`config.mk`:
```
export PLATFORM = sky130hd
export DESIGN_NAME = strm_level
export DESIGN_NICKNAME = d
export VERILOG_FILES = /design/src/design/strm_pkg.sv /design/src/design/strm_level.sv
export SDC_FILE = /design/constraint.sdc
export NUM_CORES = 1
export LEC_CHECK = 0
export ABC_CLOCK_PERIOD_IN_PS = 5350
export BUFFER_PORTS_ARGS = -buffer_cell sky130_fd_sc_hd__buf_2
export CAP_MARGIN = 25
export CORE_MARGIN = 2
export CORE_UTILIZATION = 53
export CTS_BUF_LIST = sky130_fd_sc_hd__clkbuf_4
export CTS_CLUSTER_DIAMETER = 80
export DETAILED_ROUTE_END_ITERATION = 10
export GPL_TIMING_DRIVEN = 0
export PLACE_DENSITY = 0.76
export SETUP_SLACK_MARGIN = 0.02
export SYNTH_ARGS = -nofsm -noshare
export SYNTH_HDL_FRONTEND = slang
export SYNTH_SLANG_ARGS = --single-unit
```
`constraint.sdc`:
```
create_clock -name clk -period 5.35 [get_ports clk]
set_clock_uncertainty 0.15 [all_clocks]
set_input_delay 0 -clock clk [delete_from_list [all_inputs] [get_ports clk]]
set_output_delay 0 -clock clk [all_outputs]
set_load 0.02 [all_outputs]
```
`src/design/strm_pkg.sv`:
```
// ----------------------------------------------------------------------------
// strm_pkg: shared types and constants for the range-maximum tree
// Holds field widths, the tree level record and the operation codes.
// ----------------------------------------------------------------------------
package strm_pkg;

  localparam int ValueWidth = 31;
  localparam int PosWidth   = 19;

  localparam logic ActSet   = 1'b0;
  localparam logic ActQuery = 1'b1;

  // Walk record handed from one level cell to the next
  typedef struct packed {
    logic                  active;
    logic                  is_query;
    logic [20:0]           a;
    logic [20:0]           b;
    logic [ValueWidth-1:0] best;
    logic [ValueWidth-1:0] carry;
  } walk_t;

endpackage

```
`src/design/strm_level.sv`:
```
// ----------------------------------------------------------------------------
// strm_level: one tree level
// Holds the node maxima of one level. The node reads are registered with
// the walk record; then a set walk carries the parent maximum up and a
// query walk folds in the edge nodes of its span.
// ----------------------------------------------------------------------------
module strm_level #(
  parameter int IdxBits = 1,
  parameter int Depth   = 2
) (
  input  logic               clk,
  input  logic               rst,
  input  logic               clear_en,
  input  logic [IdxBits-1:0] clear_addr,
  input  strm_pkg::walk_t    walk_in,
  output strm_pkg::walk_t    walk_out
);
  import strm_pkg::*;

  logic [ValueWidth-1:0] node_mem [Depth];
  logic [IdxBits-1:0]    ia, ib, sib, rd_addr;
  logic [ValueWidth-1:0] rd_a, rd_b, best_next, mx;
  walk_t                 held, nxt;

  assign ia      = walk_in.a[IdxBits-1:0];
  assign ib      = walk_in.b[IdxBits-1:0] - IdxBits'(1);
  assign sib     = ia ^ IdxBits'(1);
  assign rd_addr = walk_in.is_query ? ib : sib;

  // Clear one entry per cycle during a pass, write set walks, read two nodes
  always_ff @(posedge clk) begin
    if (clear_en) begin
      node_mem[clear_addr] <= '0;
    end else if (walk_in.active && !walk_in.is_query) begin
      node_mem[ia] <= walk_in.carry;
    end
    rd_a <= node_mem[ia];
    rd_b <= node_mem[rd_addr];
  end

  // Fold the span edges into the running best, form the parent maximum
  always_comb begin
    best_next = held.best;
    if (held.a < held.b) begin
      if (held.a[0] && rd_a > best_next) best_next = rd_a;
      if (held.b[0] && rd_b > best_next) best_next = rd_b;
    end
    mx = (rd_b > held.carry) ? rd_b : held.carry;
  end

  // Move the span or the set index to the parent level
  always_comb begin
    nxt       = held;
    nxt.a     = held.is_query ? (held.a + {20'd0, held.a[0]}) >> 1 : held.a >> 1;
    nxt.b     = held.b >> 1;
    nxt.best  = best_next;
    nxt.carry = mx;
  end

  // Hold the record while the reads complete, then advance it
  always_ff @(posedge clk) begin
    if (rst) begin
      held     <= '0;
      walk_out <= '0;
    end else begin
      held     <= walk_in;
      walk_out <= nxt;
    end
  end

endmodule

```
-- Yosys cells after proc, flatten, opt, wreduce, memory -nomap -nowiden
Memories as Yosys holds them, arrays and structs flattened. A register that Yosys moved wholly into a read port is not among the register bits.
Index checks and enable logic that the tools add are counted.
- $add $sub $neg: 2
- multiply operators: 0
- divide/modulo/power cells: 0
- order comparisons: 4
- equality and inequality tests: 0
- shift-type cells: 0
- muxes and demuxes: 15
- bitwise logic cells: 1
- reductions and logical operators: 5
- operator list (operator ; number):
    31-bit two-way mux ; 6
    31-bit > comparator ; 3
    31-bit OR reduction ; 1
    21-bit by 1-bit adder with 21-bit output ; 1
    21-bit less-than comparator ; 1
    20-bit two-way mux ; 1
    1-bit two-way mux ; 8
    1-bit logical AND ; 3
    1-bit logical NOT ; 1
    1-bit inverter ; 1
    1-bit subtractor, second input constant ; 1
- flip-flop bits (word level): 212
- latch bits: 0
- bits in writable memories: 62
- memory bits (read-only): 0
- word-level logic and storage cells: 41
- memories: 1
- memory list (memory ; words ; bits a word ; read ports ; clocked after memory_dff ; wr ports ; RTL line ; source):
    node_mem ; 2 ; 31 ; 2 ; 2 ; 1 ; strm_level.sv:20 ; logic [ValueWidth-1:0] node_mem [Depth];

-- Longest topological paths before layout
- depth in word-level cells: 8
- gate-level depth with buffers: 23
- gate-level depth less buffers: 19

-- Least setup slack after synthesis
Ideal clock, no wire load.
- kind: register to register
- start: register held[44] (netlist bit)
- end: register walk_out[33] (netlist bit)
- setup time: 103 ps
- arrival time: 4745 ps
- slack: 352 ps
- stages on the path, launching flop included: 24
- period minus slack after synthesis: 4998 ps
- cells stage by stage: dfxtp_1 > inv_1 > ha_1 > nand4_1 > or4_1 > o21ai_2 > a31oi_2 > or2_2 > buf_2 > buf_4 > buf_6 > a21oi_1 > ha_1 > a21o_1 > a21o_1 > a21o_1 > a21oi_1 > o211ai_1 > or3b_2 > o21ai_2 > buf_6 > buf_6 > mux2i_1 > a2111oi_2
- cells in the longest elaborated chain, start to end: 8
- ends and longest elaborated chain (element ; RTL line ; source):
    start, declared ; strm_level.sv:23 ; walk_t held, nxt;
    start signal, assigned ; strm_level.sv:66 ; held <= walk_in;
    31-bit > comparator ; strm_level.sv:45 ; if (held.a[0] && rd_a > best_next) best_next = rd_a;
    1-bit logical AND ; strm_level.sv:45 ;
    31-bit two-way mux (*) ; strm_level.sv:45 ;
    31-bit two-way mux (*) ; strm_level.sv:44 ; if (held.a < held.b) begin
    31-bit > comparator ; strm_level.sv:46 ; if (held.b[0] && rd_b > best_next) best_next = rd_b;
    1-bit logical AND ; strm_level.sv:46 ;
    31-bit two-way mux (*) ; strm_level.sv:46 ;
    31-bit two-way mux (*) ; strm_level.sv:44 ;
    end signal, assigned ; strm_level.sv:67 ; walk_out <= nxt;
    end, declared ; strm_level.sv:16 ; output strm_pkg::walk_t walk_out
Mark *: on every way between the ends. The rest lies on a longest branch, timed or not. The select of a mux whose other input is x is not followed.
A chain may end at the register's enable or synchronous reset.

-- Final worst setup path
- start: register held[58] (netlist bit)
- end: register walk_out[33] (netlist bit)
Same word-level chain as after synthesis.

==> impl_metrics.toml <==
[yosys]
netlist_area_um2 = 14190
async_reset_ff_share_pct = 0
synth_top_area_cell = "dfxtp_1"
ys_seq_area_share_pct = 51.49
synth-seq-cells = 334
synth_cells = 1322
synth_area_leaders = "dfxtp_1 (38%), edfxtp_1 (13%), ha_1 (10%)"
synth_area_per_cell_um2 = 10.73
synth_cell_types = 56
synth.top_cell.area_share_pct = 38.37
synthFlopType = "dfxtp_1"
synth-edff-count = 62
yosys_warnings = 0

[route]
drc = 0
first_pass_iters = 5
post_drt_via_cell_ratio = 5.450
routed_wl_um = 43420
avgRoutedWirePerCell_um = 19.32
vias = 12247
ant_nets = 0
drt_iter0_drc = 1112

[power_and_ir_drop]
ir_drop_uv = 204.0
power_leakage_nw = 8.293
power.density_nw_per_um2 = 320.2
swShare_pct = 29.33
p_int_w = 0.004392
pwr-share-comb_pct = 19.7
p_sw_w = 0.001823
clkPwrFrac_pct = 33.3
pwr-share-seq_pct = 47.0

[cts]
root_buffer = "clkbuf_4"
cts_buffers = 81
path_clk_slew_ns = 0.07
clk_latency_ns = 0.73
clockBufferDepth = 3
htree_num_levels = 3
cts_sinks = 334
cts_tree = "done"

[die]
dieArea_um2 = 28100
rows = 59
dieHeight_um = 167.6
coreArea_um2 = 26210
dieWidth_um = 167.6
pin_count = 216
start_util_pct = 54.15

[global_routing]
grt_pass1_vias = 12839
grt_max_degree = 32
grt_use_total_pct = 30.00
grt_antenna_before_repair = 1
grt_first_pass_wirelength_um = 66440
overflow = 0

[sta]
layout_setup_ws_ns = 0.09896
setup_viol = 0
holdWs_ns = 0.02589
clock.fmax_mhz = 190.4
hold_viol_final = 0
period_minus_slack_ns = 5.251
tightest_slew_ns = 1.059
slew_headroom_pct = 29.38
report.final.slew_viol_count = 0
post-route-period-util_pct = 98.15

[setup_path]
path_max_fanout = 10
endpoint_kind = "flip-flop"
crit_type = "reg2reg"
startpoint_type = "flip-flop"
crit_required_ns = 5.79
crit_arrival_ns = 5.69

[placed_design]
gp_congestion = 0.9358
io_buffer_count = 212
detailed_place_hpwl_um = 26750
pre_cts_ws_ns = -0.6458
place_area_um2 = 15720

[final_layout]
regArea_um2 = 7322
postLayoutCellArea_um2 = 19410
multi_input_area_um2 = 6609
final_util_pct = 74.08
nNetsFinal = 2072
area_growth_pct = 36.80
final.fill_count = 1684
drive_above_1_share_pct = 26.16

[run]
maxCapViolations = 0

[hold_path]
hold_path_class = "in2reg"

[outcome]
status = "finished clean"
## worst max-delay path, stage by stage, from the launching register on
cell and delay, ns:
dfxtp_2 0.35, inv_1 0.09, ha_4 0.28, nand4_4 0.11
or4_4 0.60, o21ai_4 0.23, a211oi_4 0.06, or2_4 0.33
clkbuf_2 0.24, a21oi_1 0.28, ha_1 0.29, and3_1 0.18
nand4_1 0.19, nor3_4 0.08, o21ai_2 0.08, o211ai_1 0.16
or3b_4 0.44, o21ai_4 0.21, buf_6 0.14, buf_8 0.12
mux2i_2 0.09, a2111oi_4 0.43
## cell usage in the layout (no fill, tap or decap), drive strengths merged, types with 7 or more instances in the layout
cell / count
dfxtp: 272
buf: 237
dlygate4sd3: 220
clkbuf: 170
ha: 113
nor2b: 112
inv: 87
nor2: 80
nand2b: 67
a21oi: 64
mux2: 63
edfxtp: 62
o21ai: 52
or3: 35
mux2i: 34
and2: 33
a32o: 30
a21o: 24
nand4: 21
nand2: 19
clkinv: 19
xor2: 14
nand3: 12
o21a: 9
a211oi: 8
and3: 7
nor3: 7
## flip-flops by register name, summed over array words and instances, names as in the netlist
signal / count
held: 106
node_mem: 62
rd_a: 31
rd_b: 31
walk_out: 104
## worst paths after layout
kind | start | end | slack [ns] | cells after the start
max reg2reg | held[58] | walk_out[33] | 0.1 | 21
min | walk_in[30] | node_mem[0][30] | 0.03 | 3
max | held[58] | walk_out[33] | 0.1 | 21
min reg2reg | held[68] | walk_out[67] | 0.30 | 2
## metrics by stage
| step | setup TNS, ns | std cells | power (W) |
|---|---|---|---|
| after floorplan | 0 | 1323 | 0.003585 |
| after CTS | 0 | 2240 | 0.006125 |
| final | 0 | 2247 | 0.006215 |
| after detailed placement | -13.85 | 1872 | 0.003947 |
| after global placement | -12.38 | 1870 | 0.003919 |
| after global routing | -0.4366 | 2247 | 0.006496 |
## layout make-up
| type | instances | area share [%] |
|---|---|---|
| repair buffers | 444 | 17.45 |
| diodes | 1 | 0.01289 |
| clock buffers | 121 | 4.679 |
| plain buffers | 62 | 1.682 |
| flip-flops and latches | 334 | 37.72 |
| inverters | 86 | 1.663 |
| clock inverters | 24 | 0.5865 |
| well taps | 335 | 2.159 |
| multi-input cells | 840 | 34.04 |
## kinds of logic after synthesis
logic type	count (synthesis)	share of synthesized area, %
AND/OR/NAND/NOR	405	16.19
flip-flops	334	51.49
AO/OA/AOI/OAI	208	9.761
buffers and inverters	149	4.241
adder cells (fa/ha/maj)	113	9.964
multiplexers	97	7.398
XOR/XNOR	15	0.9259
other	1	0.02643
## power groups by stage
stage               sequential [W]  clock (W)  combinational (W)
CTS                        0.00290    0.00208            0.00115
finish                     0.00292    0.00207            0.00122
global placement           0.00295          0           0.000971
global route               0.00293    0.00224            0.00132
detailed placement         0.00295          0           0.000995
floorplan                  0.00302          0           0.000564
## metal layers
| layer | global-route usage [%] | vias up | wire length, um | part of all wire, % |
|---|---|---|---|---|
| met5 | 0 | - | 0 | 0 |
| met4 | 12.97 | 0 | 1992 | 4.6 |
| met3 | 5.932 | 170 | 2866 | 6.6 |
| met2 | 53.00 | 602 | 21500 | 50 |
| met1 | 35.55 | 5790 | 17070 | 39 |
| li1 | - | 5685 | - | - |
## repair_timing
item	4_1_cts	5_1_grt
hold buffers	220	0
setup endpoints to repair	31	31
setup buffers	3	6
cloned	0	1
endpoints found under the hold margin	232	0
resized for setup	31	53
pin swaps	10	19
## synth_stat cells (all sizes together), types with 2 or more instances
| master | count |
|---|---|
| dfxtp | 272 |
| a21oi | 64 |
| nor2b | 112 |
| a32o | 30 |
| and3 | 7 |
| buf | 12 |
| or2 | 4 |
| o211ai | 5 |
| nand4 | 21 |
| o2111ai | 3 |
| or4 | 2 |
| a21o | 24 |
| o221ai | 2 |
| o31ai | 2 |
| mux2 | 63 |
| nand2b | 67 |
| ha | 113 |
| and4 | 3 |
| nor2 | 80 |
| inv | 86 |
| o21a | 9 |
| mux2i | 34 |
| clkbuf | 51 |
| o21ai | 52 |
| xor2 | 14 |
| nand2 | 19 |
| nand3 | 12 |
| a211oi | 8 |
| edfxtp | 62 |
| or3 | 35 |
| and2 | 33 |
| nor3 | 7 |
Power figures use the tool's default switching activity.
